<file path="src/rtl/core/assert_macros.svh">
// Assertion macros shared by the decoder RTL.
`ifndef ASSERT_MACROS_SVH
`define ASSERT_MACROS_SVH

// Property must hold at every clock edge outside reset.
`define U16D_ASSERT(lbl, clk, rst_n, prop, msg) \
    lbl: assert property (@(posedge clk) disable iff (!rst_n) prop) else $error(msg);

// Condition must never be true at a clock edge outside reset.
`define U16D_NEVER(lbl, clk, rst_n, cond, msg) \
    lbl: assert property (@(posedge clk) disable iff (!rst_n) !(cond)) else $error(msg);

`endif

</file>
<file path="src/rtl/core/u16d_pkg.sv">
// Types and constants of the UTF-16 stream decoder.
`default_nettype none
package u16d_pkg;
    localparam int unsigned MaxResults = 3;
    localparam int unsigned QueueDepth = 4;

    localparam logic [5:0]  TagHigh   = 6'h36;
    localparam logic [5:0]  TagLow    = 6'h37;
    localparam logic [20:0] SuppBase  = 21'h10000;

    typedef enum logic [1:0] {
        ST_OK       = 2'd0,
        ST_UNPAIRED = 2'd1,
        ST_TRAILING = 2'd2,
        ST_DONE     = 2'd3
    } t_status;

    typedef struct packed {
        logic [20:0] code_point;
        t_status     status;
    } t_result;

    typedef logic [1:0] t_count;

    // All results caused by one byte, slot 0 first.
    typedef struct packed {
        t_count                     count;
        t_result [MaxResults-1:0]   res;
    } t_bundle;

    // Queue status seen by the front and back.
    typedef struct packed {
        logic full;
        logic head_valid;
    } t_queue_status;
endpackage
`default_nettype wire

</file>
<file path="src/rtl/core/u16d_in_if.sv">
// Byte input channel of the decoder.
`default_nettype none
interface u16d_in_if;
    logic       valid;
    logic       ready;
    logic [7:0] data_byte;
    logic       last_byte;

    modport source (output valid, output data_byte, output last_byte, input ready);
    modport sink   (input valid, input data_byte, input last_byte, output ready);
endinterface
`default_nettype wire

</file>
<file path="src/rtl/core/u16d_out_if.sv">
// Result output channel of the decoder.
`default_nettype none
interface u16d_out_if;
    logic        valid;
    logic        ready;
    logic [20:0] code_point;
    logic [1:0]  status;
    logic        last_result;

    modport source (output valid, output code_point, output status, output last_result,
                    input ready);
    modport sink   (input valid, input code_point, input status, input last_result,
                    output ready);
endinterface
`default_nettype wire

</file>
<file path="src/rtl/core/u16d_front.sv">
// Front end: takes bytes, pairs units and surrogates, builds result bundles.
`default_nettype none
`include "assert_macros.svh"
module u16d_front (
    input  wire                     i_clk,
    input  wire                     i_rst_n,
    input  wire                     i_cfg_we,
    input  wire                     i_cfg_wdata,
    u16d_in_if.sink                 i_byte,
    input  u16d_pkg::t_queue_status i_qstat,
    output logic                    o_push,
    output u16d_pkg::t_bundle       o_bundle
);
    import u16d_pkg::*;

    logic        r_le;
    logic        r_byte_held, n_byte_held;
    logic [7:0]  r_held_byte, n_held_byte;
    logic        r_high_pending, n_high_pending;
    logic [9:0]  r_high_bits, n_high_bits;

    logic        accept;
    logic [15:0] unit;
    logic [5:0]  tag;
    logic        consumed;
    t_count      cnt;
    t_bundle     bundle;

    assign i_byte.ready = !i_qstat.full;
    assign accept       = i_byte.valid && i_byte.ready;
    assign unit = r_le ? {i_byte.data_byte, r_held_byte} : {r_held_byte, i_byte.data_byte};
    assign tag  = unit[15:10];

    always_comb begin
        n_byte_held    = r_byte_held;
        n_held_byte    = r_held_byte;
        n_high_pending = r_high_pending;
        n_high_bits    = r_high_bits;
        consumed       = 1'b0;
        cnt            = '0;
        bundle         = '0;
        if (accept) begin
            if (!r_byte_held) begin
                n_byte_held = 1'b1;
                n_held_byte = i_byte.data_byte;
            end else begin
                n_byte_held = 1'b0;
                n_held_byte = '0;
                if (r_high_pending) begin
                    n_high_pending = 1'b0;
                    n_high_bits    = '0;
                    if (tag == TagLow) begin
                        bundle.res[cnt].code_point = {1'b0, r_high_bits, unit[9:0]} + SuppBase;
                        bundle.res[cnt].status     = ST_OK;
                        consumed = 1'b1;
                    end else begin
                        // emit the stranded high half raw
                        bundle.res[cnt].code_point = {5'd0, TagHigh, r_high_bits};
                        bundle.res[cnt].status     = ST_UNPAIRED;
                    end
                    cnt = cnt + 2'd1;
                end
                if (!consumed) begin
                    if (tag == TagHigh) begin
                        n_high_pending = 1'b1;
                        n_high_bits    = unit[9:0];
                    end else begin
                        bundle.res[cnt].code_point = {5'd0, unit};
                        bundle.res[cnt].status     = (tag == TagLow) ? ST_UNPAIRED : ST_OK;
                        cnt = cnt + 2'd1;
                    end
                end
            end
            if (i_byte.last_byte) begin
                bundle.res[cnt].code_point = '0;
                bundle.res[cnt].status = (n_byte_held || n_high_pending) ? ST_TRAILING
                                                                         : ST_DONE;
                cnt = cnt + 2'd1;
                n_byte_held    = 1'b0;
                n_held_byte    = '0;
                n_high_pending = 1'b0;
                n_high_bits    = '0;
            end
        end
        bundle.count = cnt;
    end

    assign o_push   = accept && (cnt != '0);
    assign o_bundle = bundle;

    always_ff @(posedge i_clk) begin
        if (!i_rst_n) begin
            r_le           <= 1'b0;
            r_byte_held    <= 1'b0;
            r_held_byte    <= '0;
            r_high_pending <= 1'b0;
            r_high_bits    <= '0;
        end else begin
            if (i_cfg_we) begin
                r_le <= i_cfg_wdata;
            end
            r_byte_held    <= n_byte_held;
            r_held_byte    <= n_held_byte;
            r_high_pending <= n_high_pending;
            r_high_bits    <= n_high_bits;
        end
    end

    `U16D_ASSERT(a_last_clears, i_clk, i_rst_n, (accept && i_byte.last_byte) |=> (!r_byte_held && !r_high_pending), "state not cleared after last byte")
    `U16D_NEVER(a_no_push_full, i_clk, i_rst_n, o_push && i_qstat.full, "bundle pushed into full queue")
endmodule
`default_nettype wire

</file>
<file path="src/rtl/core/u16d_queue.sv">
// Short bundle queue between the front and back ends.
`default_nettype none
`include "assert_macros.svh"
module u16d_queue #(
    parameter int unsigned Depth = u16d_pkg::QueueDepth
) (
    input  wire                     i_clk,
    input  wire                     i_rst_n,
    input  wire                     i_push,
    input  u16d_pkg::t_bundle       i_bundle,
    input  wire                     i_pop,
    output u16d_pkg::t_bundle       o_head,
    output u16d_pkg::t_queue_status o_qstat
);
    import u16d_pkg::*;

    localparam int unsigned PtrW = (Depth > 1) ? $clog2(Depth) : 1;
    localparam int unsigned CntW = $clog2(Depth + 1);

    t_bundle         r_mem [Depth];
    logic [PtrW-1:0] r_wr, n_wr;
    logic [PtrW-1:0] r_rd, n_rd;
    logic [CntW-1:0] r_count, n_count;

    always_comb begin
        n_wr    = r_wr;
        n_rd    = r_rd;
        n_count = r_count;
        if (i_push) begin
            n_wr = (r_wr == PtrW'(Depth - 1)) ? '0 : r_wr + 1'b1;
        end
        if (i_pop) begin
            n_rd = (r_rd == PtrW'(Depth - 1)) ? '0 : r_rd + 1'b1;
        end
        if (i_push && !i_pop) begin
            n_count = r_count + 1'b1;
        end else if (!i_push && i_pop) begin
            n_count = r_count - 1'b1;
        end
    end

    always_ff @(posedge i_clk) begin
        if (!i_rst_n) begin
            r_wr    <= '0;
            r_rd    <= '0;
            r_count <= '0;
        end else begin
            r_wr    <= n_wr;
            r_rd    <= n_rd;
            r_count <= n_count;
        end
    end

    always_ff @(posedge i_clk) begin
        if (i_push) begin
            r_mem[r_wr] <= i_bundle;
        end
    end

    assign o_head             = r_mem[r_rd];
    assign o_qstat.full       = (r_count == CntW'(Depth));
    assign o_qstat.head_valid = (r_count != '0);

    `U16D_NEVER(a_no_underflow, i_clk, i_rst_n, i_pop && (r_count == '0), "pop from empty queue")
endmodule
`default_nettype wire

</file>
<file path="src/rtl/core/u16d_back.sv">
// Back end: walks the head bundle and drives one result per beat.
`default_nettype none
`include "assert_macros.svh"
module u16d_back (
    input  wire                     i_clk,
    input  wire                     i_rst_n,
    input  u16d_pkg::t_bundle       i_head,
    input  u16d_pkg::t_queue_status i_qstat,
    output logic                    o_pop,
    u16d_out_if.source              o_char
);
    import u16d_pkg::*;

    t_count      r_idx;
    logic        r_valid;
    logic [20:0] r_cp;
    t_status     r_st;
    logic        r_last;

    logic        load;
    logic        idx_last;

    assign load     = i_qstat.head_valid && (!r_valid || o_char.ready);
    assign idx_last = (r_idx == i_head.count - 2'd1);
    assign o_pop    = load && idx_last;

    always_ff @(posedge i_clk) begin
        if (!i_rst_n) begin
            r_idx   <= '0;
            r_valid <= 1'b0;
        end else if (load) begin
            r_valid <= 1'b1;
            r_idx   <= idx_last ? '0 : r_idx + 2'd1;
        end else if (o_char.ready) begin
            r_valid <= 1'b0;
        end
    end

    // payload: hold while the receiver stalls
    always_ff @(posedge i_clk) begin
        if (load) begin
            r_cp   <= i_head.res[r_idx].code_point;
            r_st   <= i_head.res[r_idx].status;
            r_last <= idx_last;
        end
    end

    assign o_char.valid       = r_valid;
    assign o_char.code_point  = r_cp;
    assign o_char.status      = r_st;
    assign o_char.last_result = r_last;

    `U16D_ASSERT(a_head_count, i_clk, i_rst_n, i_qstat.head_valid |-> (i_head.count != '0 && r_idx < i_head.count), "bad bundle count or index")
    `U16D_ASSERT(a_idx_rewinds, i_clk, i_rst_n, o_pop |=> (r_idx == '0), "index not rewound after pop")
endmodule
`default_nettype wire

</file>
<file path="src/rtl/core/utf16_stream_decoder_unit.sv">
// UTF-16 stream decoder: byte channel in, code point channel out.
//
// Usage: bytes of a UTF-16 string arrive on i_byte, one per beat, with
// last_byte on the final byte. i_cfg_we/i_cfg_wdata set the byte order
// (0 big-endian, 1 little-endian); write it only while the block is idle.
// Each byte yields zero to three results on o_char: code points with status
// ok, raw unpaired surrogates, then done or trailing data on the last byte.
// last_result marks the final result caused by a byte.
// The queue stores the bundle at the edge that takes the byte, and the output
// register loads it from the queue head once earlier results have gone out.
// Throughput: one byte per cycle; o_char delivers one result per cycle, so
// a byte causing two or three results holds the output for that many beats.
// A queue of QueueDepth bundles between front and back absorbs this; the
// front stalls only when that queue is full.
// Reset clears the held byte, the pending high surrogate, the queue and the
// output valid flag, and selects big-endian order. When the receiver stalls,
// the output holds and the queue fills before i_byte.ready drops.
`default_nettype none
module utf16_stream_decoder_unit #(
    parameter int unsigned QueueDepth = u16d_pkg::QueueDepth
) (
    input  wire         i_clk,
    input  wire         i_rst_n,
    input  wire         i_cfg_we,
    input  wire         i_cfg_wdata,
    u16d_in_if.sink     i_byte,
    u16d_out_if.source  o_char
);
    import u16d_pkg::*;

    logic          push;
    logic          pop;
    t_bundle       bundle;
    t_bundle       head;
    t_queue_status qstat;

    u16d_front u_front (
        .i_clk       (i_clk),
        .i_rst_n     (i_rst_n),
        .i_cfg_we    (i_cfg_we),
        .i_cfg_wdata (i_cfg_wdata),
        .i_byte      (i_byte),
        .i_qstat     (qstat),
        .o_push      (push),
        .o_bundle    (bundle)
    );

    u16d_queue #(
        .Depth (QueueDepth)
    ) u_queue (
        .i_clk    (i_clk),
        .i_rst_n  (i_rst_n),
        .i_push   (push),
        .i_bundle (bundle),
        .i_pop    (pop),
        .o_head   (head),
        .o_qstat  (qstat)
    );

    u16d_back u_back (
        .i_clk   (i_clk),
        .i_rst_n (i_rst_n),
        .i_head  (head),
        .i_qstat (qstat),
        .o_pop   (pop),
        .o_char  (o_char)
    );
endmodule
`default_nettype wire
</file>
<file path="src/flat_wrapper.sv">
// flat-port wrapper written by rule: the top's interface ports become plain ports
module utf16_stream_decoder_unit_flat import u16d_pkg::*;
#(
    parameter int unsigned QueueDepth = u16d_pkg::QueueDepth
)
  (i_clk, i_rst_n, i_cfg_we, i_cfg_wdata, i_byte_valid, i_byte_data_byte, i_byte_last_byte, i_byte_ready, o_char_valid, o_char_code_point, o_char_status, o_char_last_result, o_char_ready);
  u16d_in_if i_byte_i ();
  u16d_out_if o_char_i ();
  input  wire i_clk;
  input  wire i_rst_n;
  input  wire i_cfg_we;
  input  wire i_cfg_wdata;
  input wire logic [$bits(i_byte_i.valid)-1:0] i_byte_valid;
  input wire logic [$bits(i_byte_i.data_byte)-1:0] i_byte_data_byte;
  input wire logic [$bits(i_byte_i.last_byte)-1:0] i_byte_last_byte;
  output wire logic [$bits(i_byte_i.ready)-1:0] i_byte_ready;
  output wire logic [$bits(o_char_i.valid)-1:0] o_char_valid;
  output wire logic [$bits(o_char_i.code_point)-1:0] o_char_code_point;
  output wire logic [$bits(o_char_i.status)-1:0] o_char_status;
  output wire logic [$bits(o_char_i.last_result)-1:0] o_char_last_result;
  input wire logic [$bits(o_char_i.ready)-1:0] o_char_ready;
  assign i_byte_i.valid = i_byte_valid;
  assign i_byte_i.data_byte = i_byte_data_byte;
  assign i_byte_i.last_byte = i_byte_last_byte;
  assign i_byte_ready = i_byte_i.ready;
  assign o_char_valid = o_char_i.valid;
  assign o_char_code_point = o_char_i.code_point;
  assign o_char_status = o_char_i.status;
  assign o_char_last_result = o_char_i.last_result;
  assign o_char_i.ready = o_char_ready;
  utf16_stream_decoder_unit #(.QueueDepth(QueueDepth)) u_core (.i_clk(i_clk), .i_rst_n(i_rst_n), .i_cfg_we(i_cfg_we), .i_cfg_wdata(i_cfg_wdata), .i_byte(i_byte_i), .o_char(o_char_i));
endmodule
</file>
<file path="config.mk">
export PLATFORM = sky130hd
export DESIGN_NAME = utf16_stream_decoder_unit_flat
export DESIGN_NICKNAME = d
export VERILOG_FILES = /design/src/rtl/core/u16d_pkg.sv /design/src/rtl/core/u16d_in_if.sv /design/src/rtl/core/u16d_out_if.sv /design/src/rtl/core/u16d_front.sv /design/src/rtl/core/u16d_queue.sv /design/src/rtl/core/u16d_back.sv /design/src/rtl/core/utf16_stream_decoder_unit.sv /design/src/flat_wrapper.sv
export VERILOG_INCLUDE_DIRS = /design/src /design/src/rtl/core
export SDC_FILE = /design/constraint.sdc
export NUM_CORES = 1
export LEC_CHECK = 0
export CORE_ASPECT_RATIO = 1.1
export CORE_MARGIN = 5
export CORE_UTILIZATION = 66
export CTS_BUF_LIST = sky130_fd_sc_hd__clkbuf_2
export DETAILED_ROUTE_END_ITERATION = 8
export DONT_BUFFER_PORTS = 1
export GPL_TIMING_DRIVEN = 0
export PLACE_DENSITY = 0.85
export SETUP_SLACK_MARGIN = 0.1
export SYNTH_ARGS = -nofsm -noshare
export SYNTH_HDL_FRONTEND = slang
export SYNTH_HIERARCHICAL = 1
export SYNTH_SLANG_ARGS = --single-unit
</file>
<file path="constraint.sdc">
create_clock -name i_clk -period 6.4 [get_ports i_clk]
set_input_delay 0.64 -clock i_clk [delete_from_list [all_inputs] [get_ports i_clk]]
set_output_delay 0.64 -clock i_clk [all_outputs]
set_load 0.03 [all_outputs]
</file>
# ---- After elaboration in Yosys (flattened, before gate mapping)
# Memory sizes are Yosys's and may differ from the RTL's. A register that Yosys moved wholly into a read port is not among the register bits.
# Index checks and enable logic that the tools add are counted.
dict set report word_totals {
  reg_bits 55
  word_cells 120
  in_bits 15
  mem_count 1
  output_inout_bits 26
  ramBits 284
}
dict set report op_classes {
  n_eq_ne 6
  muxes 66
  add_sub_neg 9
  reduce_logical 20
  magnitude_cmp 5
}
# name words word_bits rd rd_ports_with_merged_regs write_ports line
set memory_table {}
lappend memory_table {u_core.u_queue.r_mem 4 71 1 1 1 u16d_queue.sv:20} ;# t_bundle r_mem [Depth];
# operator count
set op_table {}
lappend op_table {{2-to-1 mux 69 bit} 6}
lappend op_table {{bitwise mux 69 bit} 4}
lappend op_table {{demux 23 bit (select 2 bit)} 4}
lappend op_table {{2-to-1 mux 23 bit} 7}
lappend op_table {{2-to-1 mux 10 bit} 5}
lappend op_table {{binary-select mux 23 bit (select 2 bit)} 1}
lappend op_table {{2-to-1 mux 2 bit} 15}
lappend op_table {{adder 20 x 17 -> 21 bit, second input constant} 1}
lappend op_table {{2-to-1 mux 1 bit} 19}
lappend op_table {{2-to-1 mux 16 bit} 1}
lappend op_table {{2-to-1 mux 8 bit} 2}
lappend op_table {{equality test 6 bit, second input constant} 2}
lappend op_table {{adder 2 x 1 -> 2 bit, second input constant} 5}
lappend op_table {{< comparator 2 x 3 -> 1 bit, second input constant} 3}
lappend op_table {{logical AND 1 bit} 8}
lappend op_table {{nonzero test 2 bit} 4}
lappend op_table {{2-to-1 mux 3 bit} 2}
lappend op_table {{equality test 2 bit, second input constant} 2}
lappend op_table {{>= comparator 2 x 1 -> 1 bit, second input constant} 2}
lappend op_table {{zero test 1 bit} 4}
lappend op_table {{adder 3 x 1 -> 3 bit, second input constant} 1}
lappend op_table {{equality test 3 bit, second input constant} 1}
lappend op_table {{nonzero test 3 bit} 1}
lappend op_table {{subtractor 3 x 1 -> 3 bit, second input constant} 1}
lappend op_table {{4 further kinds} 5}

# ---- Depth between registers and ports, before layout
dict set report logic_depth {
  word_depth 18
  ltp_mapped 17
  ltp_nobuf 16
}

# ---- Modules after synthesis
# Netlist, hierarchy kept.
# mod cells_each instances seq_area_each_um2 area_per_inst_um2
set by_module_without_submodules {}
lappend by_module_without_submodules {u16d_queue 415 1 8708.4 10780.3}
lappend by_module_without_submodules {u16d_front 229 1 420.4 1923.1}
lappend by_module_without_submodules {u16d_back 124 1 780.7 1406.3}

# ---- Least setup slack after synthesis
# OpenSTA, ideal clock, no wires.
dict set report synth_timing {
  kind {input port to flip-flop}
  from {input port i_byte_data_byte[4]}
  to {memory u_core/u_queue/r_mem[0][0] (netlist bit) (enable)}
  t_arrival_ps 4305
  stages 10
  required_time_ps 5963
  path_buffers 1
  setup_slack_ps 1659
  setup_time_ps 437
  cell_sequence {nor2b_1 nand4_2 a21boi_4 ha_1 buf_1 nand3b_1 ha_1 a21oi_1 a21oi_1 and2_1}
}
dict set report synth_via {
  elab_chain_len 16
  word_cells_on_any_way 18
  classes_between {add/sub: 1; eq/ne: 2; mux: 13; reduce/logical: 2}
}
# item line
set synth_rtl {}
lappend synth_rtl {{start, declared} flat_wrapper.sv:14} ;# input wire logic [$bits(i_byte_i.data_byte)-1:0] i_byte_data_byte;
lappend synth_rtl {{2-to-1 mux 16 bit (*)} u16d_front.sv:31} ;# assign unit = r_le ? {i_byte.data_byte, r_held_byte} : {r_held_byte, i_byte.data_byte};
lappend synth_rtl {{equality test 6 bit} u16d_front.sv:52} ;# if (tag == TagLow) begin
lappend synth_rtl {{2-to-1 mux 1 bit} u16d_front.sv:52}
lappend synth_rtl {{2-to-1 mux 1 bit} u16d_front.sv:49} ;# if (r_high_pending) begin
lappend synth_rtl {{2-to-1 mux 1 bit} u16d_front.sv:43} ;# if (!r_byte_held) begin
lappend synth_rtl {{2-to-1 mux 1 bit} u16d_front.sv:42} ;# if (accept) begin
lappend synth_rtl {{2-to-1 mux 2 bit (*)} u16d_front.sv:63} ;# if (!consumed) begin
lappend synth_rtl {{2-to-1 mux 2 bit (*)} u16d_front.sv:43}
lappend synth_rtl {{2-to-1 mux 2 bit (*)} u16d_front.sv:42}
lappend synth_rtl {{adder 2 x 1 -> 2 bit} u16d_front.sv:78} ;# cnt = cnt + 2'd1;
lappend synth_rtl {{2-to-1 mux 2 bit (*)} u16d_front.sv:74} ;# if (i_byte.last_byte) begin
lappend synth_rtl {{2-to-1 mux 2 bit (*)} u16d_front.sv:42}
lappend synth_rtl {{nonzero test 2 bit (*)} u16d_front.sv:88} ;# assign o_push = accept && (cnt != '0);
lappend synth_rtl {{logical AND 1 bit (*)} u16d_front.sv:88}
lappend synth_rtl {{net u_core.push} utf16_stream_decoder_unit.sv:31} ;# logic push;
lappend synth_rtl {{2-to-1 mux 1 bit (*)} u16d_queue.sv:55} ;# if (i_push) begin
lappend synth_rtl {{2-to-1 mux 1 bit (not written as such) (*)} u16d_queue.sv:56} ;# r_mem[r_wr] <= i_bundle;
lappend synth_rtl {{end, declared} u16d_queue.sv:20}
# Mark *: on every way through the listed nets, which the timed path passes. The rest lies on a longest branch. The select of a mux whose other input is x is not followed.

# ---- Worst setup path after layout
dict set report layout_timing {
  from {register u_core.u_front.r_le}
  to {register u_core.u_queue.r_count[2]}
}
dict set report layout_via {
  elab_chain_len 17
  word_cells_on_any_way 21
  classes_between {add/sub: 1; eq/ne: 2; mux: 12; reduce/logical: 6}
}
# item line
set layout_rtl {}
lappend layout_rtl {{start, declared} u16d_front.sv:16} ;# logic r_le;
lappend layout_rtl {{start signal, assigned} u16d_front.sv:100} ;# r_le <= i_cfg_wdata;
lappend layout_rtl {{2-to-1 mux 16 bit (*)} u16d_front.sv:31}
lappend layout_rtl {{equality test 6 bit} u16d_front.sv:52}
lappend layout_rtl {{2-to-1 mux 1 bit} u16d_front.sv:52}
lappend layout_rtl {{2-to-1 mux 1 bit} u16d_front.sv:49}
lappend layout_rtl {{2-to-1 mux 1 bit} u16d_front.sv:43}
lappend layout_rtl {{2-to-1 mux 1 bit} u16d_front.sv:42}
lappend layout_rtl {{2-to-1 mux 2 bit (*)} u16d_front.sv:63}
lappend layout_rtl {{2-to-1 mux 2 bit (*)} u16d_front.sv:43}
lappend layout_rtl {{[... 2 more ...]} n/a}
lappend layout_rtl {{2-to-1 mux 2 bit (*)} u16d_front.sv:74}
lappend layout_rtl {{2-to-1 mux 2 bit (*)} u16d_front.sv:42}
lappend layout_rtl {{nonzero test 2 bit (*)} u16d_front.sv:88}
lappend layout_rtl {{logical AND 1 bit (*)} u16d_front.sv:88}
lappend layout_rtl {{net u_core.push} utf16_stream_decoder_unit.sv:31}
lappend layout_rtl {{zero test 1 bit} u16d_queue.sv:37} ;# end else if (!i_push && i_pop) begin
lappend layout_rtl {{logical AND 1 bit} u16d_queue.sv:37}
lappend layout_rtl {{nonzero test 2 bit (no source line)} n/a}
lappend layout_rtl {{end signal, assigned} u16d_queue.sv:50} ;# r_count <= n_count;
lappend layout_rtl {{end, declared} u16d_queue.sv:23} ;# logic [CntW-1:0] r_count, n_count;
# Marked as above.
# A chain may end at the register's enable or synchronous reset.

==> impl_metrics.yaml <==
setup_path:
  ff2ff_path_depth: 16
  worstSetupPathType: "flip-flop to flip-flop"
  worstPathArrival_ns: 5.19
  cp_data_required_time_ns: 7.10
  critPathLaunchType: "flip-flop"
  critical_path_peak_fanout: 10
  rr_endpoint: "u_core/u_queue/r_count[2]"
  rrSetupSlack_ns: 1.91
  r2r-start: "u_core/u_front/r_le"
  worstSetupEndpointType: "flip-flop"
placement:
  pre_cts_ws_ns: 1.91
  portBuffers: 0
  placement.cell_area_sq_um: 14700
  gp_routability_congestion: 0.990
  dp_hpwl_mm: 18.7
timing:
  post-route-min-period_ns: 4.49
  final-max-slew-violation-count: 0
  clock.fmax_ghz: 0.223
  min_period_over_period: 0.701
  tightestPinTransition_ns: 1.27
  timing.clock.skew_ns: 0.0798
  worst_slack_ns: 1.91
  report.final.hold_viol_count: 0
  unrepaired_setup_endpoints_after_global_routing: "false"
  finalSetupViolations: 0
  slew-limit-headroom: 0.155
  timing.setup.tns_ns: 0
  fin_worst_hold_slack_ns: 0.0638
global_routing:
  grt.overflow.total: 0
  grt_first_pass_wirelength_mm: 43.8
  antenna_found_initial: 1
  via_count_of_the_first_global_routing_pass: 7826
  grt_start_max_net_pins: 44
  grt_usage: 0.239
finish:
  final.fill_count: 1283
  area_growth_pct: 9.65
  final_util: 0.731
  multi_input_area_sq_um: 3760
  final_design_area_no_fill_sq_um: 15500
  design.final.nets: 917
  register_area_sq_um: 9910
  drive_above_1_share: 0.287
synthesis:
  netlist.top_cell.by_area: "sky130_fd_sc_hd__edfxtp_1"
  yosys_warnings: 6
  yosysSeqAreaShare: 0.702
  synth_compound_area_frac: 0.0456
  yosysTopAreaCellShare: 0.655
  mappedNetlistArea_sq_um: 14100
  async_reset_ff_frac: 0
  simple_gate_fraction_of_synth_area: 0.0499
  combinational_family_with_the_most_area_after_synthesis: "multiplexers"
  synthCells: 768
  synth_edf_count: 308
  synth_cell_types: 62
  syn_area_per_cell_sq_um: 18.4
  synth_commonest_cells: "sky130_fd_sc_hd__edfxtp_1 (308), sky130_fd_sc_hd__mux4_2 (70), sky130_fd_sc_hd__dfxtp_1 (33), sky130_fd_sc_hd__mux2i_1 (33), sky130_fd_sc_hd__nand2_1 (33)"
  xor_and_xnor_fraction_of_the_mapped_netlist_area: 0.00372
  ys_top_cells_by_area: "sky130_fd_sc_hd__edfxtp_1 (66%), sky130_fd_sc_hd__mux4_2 (11%), sky130_fd_sc_hd__dfxtp_1 (4.7%), sky130_fd_sc_hd__mux2i_1 (2.3%), sky130_fd_sc_hd__buf_4 (1.5%)"
  synth_adder_area_share: 0.0138
  synth-seq-cells: 341
  synth.most_common_cell: "sky130_fd_sc_hd__edfxtp_1"
  synth_top_flop_cell: "sky130_fd_sc_hd__edfxtp_1"
  synth_mux_area_frac: 0.146
die:
  design.die.area_sq_um: 24400
  fp-row-count: 56
  die_height_um: 163
  chipWidth_um: 149
  ios: 41
  placeableCoreArea_sq_um: 21200
  initial_core_util: 0.667
routing:
  detail_route.wirelength_mm: 27.9
  vias_after_detailed_routing: 7574
  postRouteAntennaNets: 0
  wl_met1_mm: 10.5
  top_signal_layer_used: "met4"
  route.detailed.vias_per_inst: 6.14
  drt_drc_violations_left: 0
  drt_pass1_iterations: 5
  met3RoutedLength_mm: 2.32
  wire_per_inst_um: 22.6
  drt_iter0_markers: 769
  met2RoutedLength_mm: 14.5
min_path:
  hp-start: "i_byte_data_byte[5]"
  min_to: "u_core/u_front/r_held_byte[5]"
  holdCritPathClass: "input pin to flip-flop"
  timing.hold.worst_path_depth: 2
cts:
  clock_path_buffers: 3
  cts_root_buffer: "sky130_fd_sc_hd__clkbuf_2"
  hold_fix_buffer_count_after_cts: 8
  post_cts_resized: 0
  clkTransAtPathRegs_ns: 0.10
  worst_skew_pair.late_latency_ns: 0.85
  clkSinkCount: 341
  cts_max_level: 3
  numCtsBuffers: 78
  post_cts.repair.setup_buffers: 0
  tritoncts: "done"
outcome:
  status: "finished clean"
job:
  max_cap_viol_count: 0
power_and_ir_drop:
  cellPowerDensity_nw_per_um2: 352
  power.static_leakage_nw: 5.25
  irDropWorstVdd_mv: 0.168
[layout by cell type (no fill, tap or decap), types with 11 or more instances in the layout]
cell type / n
sky130_fd_sc_hd__clkbuf_2: 110
sky130_fd_sc_hd__mux2_2: 11
sky130_fd_sc_hd__mux2i_1: 33
sky130_fd_sc_hd__ha_1: 14
sky130_fd_sc_hd__nor2_1: 30
sky130_fd_sc_hd__buf_2: 11
sky130_fd_sc_hd__conb_1: 26
sky130_fd_sc_hd__nor2b_1: 26
sky130_fd_sc_hd__o21ai_0: 25
sky130_fd_sc_hd__mux4_2: 70
sky130_fd_sc_hd__edfxtp_1: 308
sky130_fd_sc_hd__buf_4: 28
sky130_fd_sc_hd__dfxtp_1: 33
sky130_fd_sc_hd__nand2_1: 33
sky130_fd_sc_hd__clkinv_1: 19
[registers in the layout (all words and copies together), names as in the netlist, 2 cells and up, named ones only]
signal / cells
u_core/u_back/r_idx: 2
u_core/u_back/o_char.code_point: 21
u_core/u_queue/r_rd: 2
u_core/u_queue/r_mem: 284
u_core/u_back/o_char.status: 2
u_core/u_queue/r_count: 3
u_core/u_queue/r_wr: 2
u_core/u_front/r_held_byte: 8
u_core/u_front/r_high_bits: 10
[cell type report]
class	count	share of cell area
multi-input combinational	379	0.243
sequential	341	0.641
antenna	1	0.000162
clock inverter	25	0.00995
clock buffer	110	0.0356
tap	290	0.0235
timing repair buffer	14	0.0121
inverter	12	0.00291
buffer	61	0.0323
[layer usage]
layer	vias to the layer above	global-route usage
li1	3288	-
met1	3811	0.313
met2	424	0.408
met3	51	0.0513
met4	0	0.0749
met5	-	0
[where the power goes]
group	switching (mW)	internal [mW]
sequential	0.250	2.73
combinational	0.625	0.516
clock	0.788	0.541
total	1.66	3.78
[worst max-delay path, stage by stage, from the launching register on]
cell and delay (ns):
sky130_fd_sc_hd__dfxtp_1 0.38, sky130_fd_sc_hd__buf_6 0.17, sky130_fd_sc_hd__mux2i_1 0.40, sky130_fd_sc_hd__nor2_1 0.07
sky130_fd_sc_hd__a21boi_4 0.18, sky130_fd_sc_hd__ha_1 0.26, sky130_fd_sc_hd__buf_1 0.28, sky130_fd_sc_hd__nand3b_1 0.32
sky130_fd_sc_hd__ha_1 0.33, sky130_fd_sc_hd__a21oi_1 0.08, sky130_fd_sc_hd__a21oi_1 0.54, sky130_fd_sc_hd__ha_1 0.29
sky130_fd_sc_hd__inv_1 0.06, sky130_fd_sc_hd__fa_1 0.37, sky130_fd_sc_hd__xor2_1 0.15, sky130_fd_sc_hd__or3_1 0.31
sky130_fd_sc_hd__a21boi_0 0.18
[cell families (layout without fill, tap and decap cells)]
| kind of cell | Yosys count | count (layout) |
|---|---|---|
| flip-flops | 341 | 341 |
| AO/OA/AOI/OAI | 87 | 87 |
| adder cells (fa/ha/maj) | 15 | 15 |
| buffers and inverters | 73 | 222 |
| XOR/XNOR | 6 | 6 |
| other | 1 | 27 |
| AND/OR/NAND/NOR | 130 | 130 |
| multiplexers | 115 | 115 |
[worst max path at each step]
stage / slack [ns] / start / to
floorplan: 1.66 / i_byte_data_byte[4] / u_core/u_queue/r_mem[0][0]
global placement: 0.19 / i_byte_data_byte[4] / u_core/u_queue/r_mem[0][5]
detailed placement: 1.91 / i_byte_data_byte[4] / u_core/u_queue/r_count[2]
CTS: 2.02 / u_core/u_front/r_le / u_core/u_queue/r_count[2]
global route: 1.73 / u_core/u_front/r_le / u_core/u_queue/r_count[2]
finish: 1.91 / u_core/u_front/r_le / u_core/u_queue/r_count[2]
[stage by stage]
stage	instances	power, mW
after detailed placement	1087	4.17
final	1233	5.45
after floorplan	793	3.85
after CTS	1230	5.50
after global placement	1083	4.11
after global routing	1233	5.73
No activity file was read; power rests on OpenSTA's default activity.
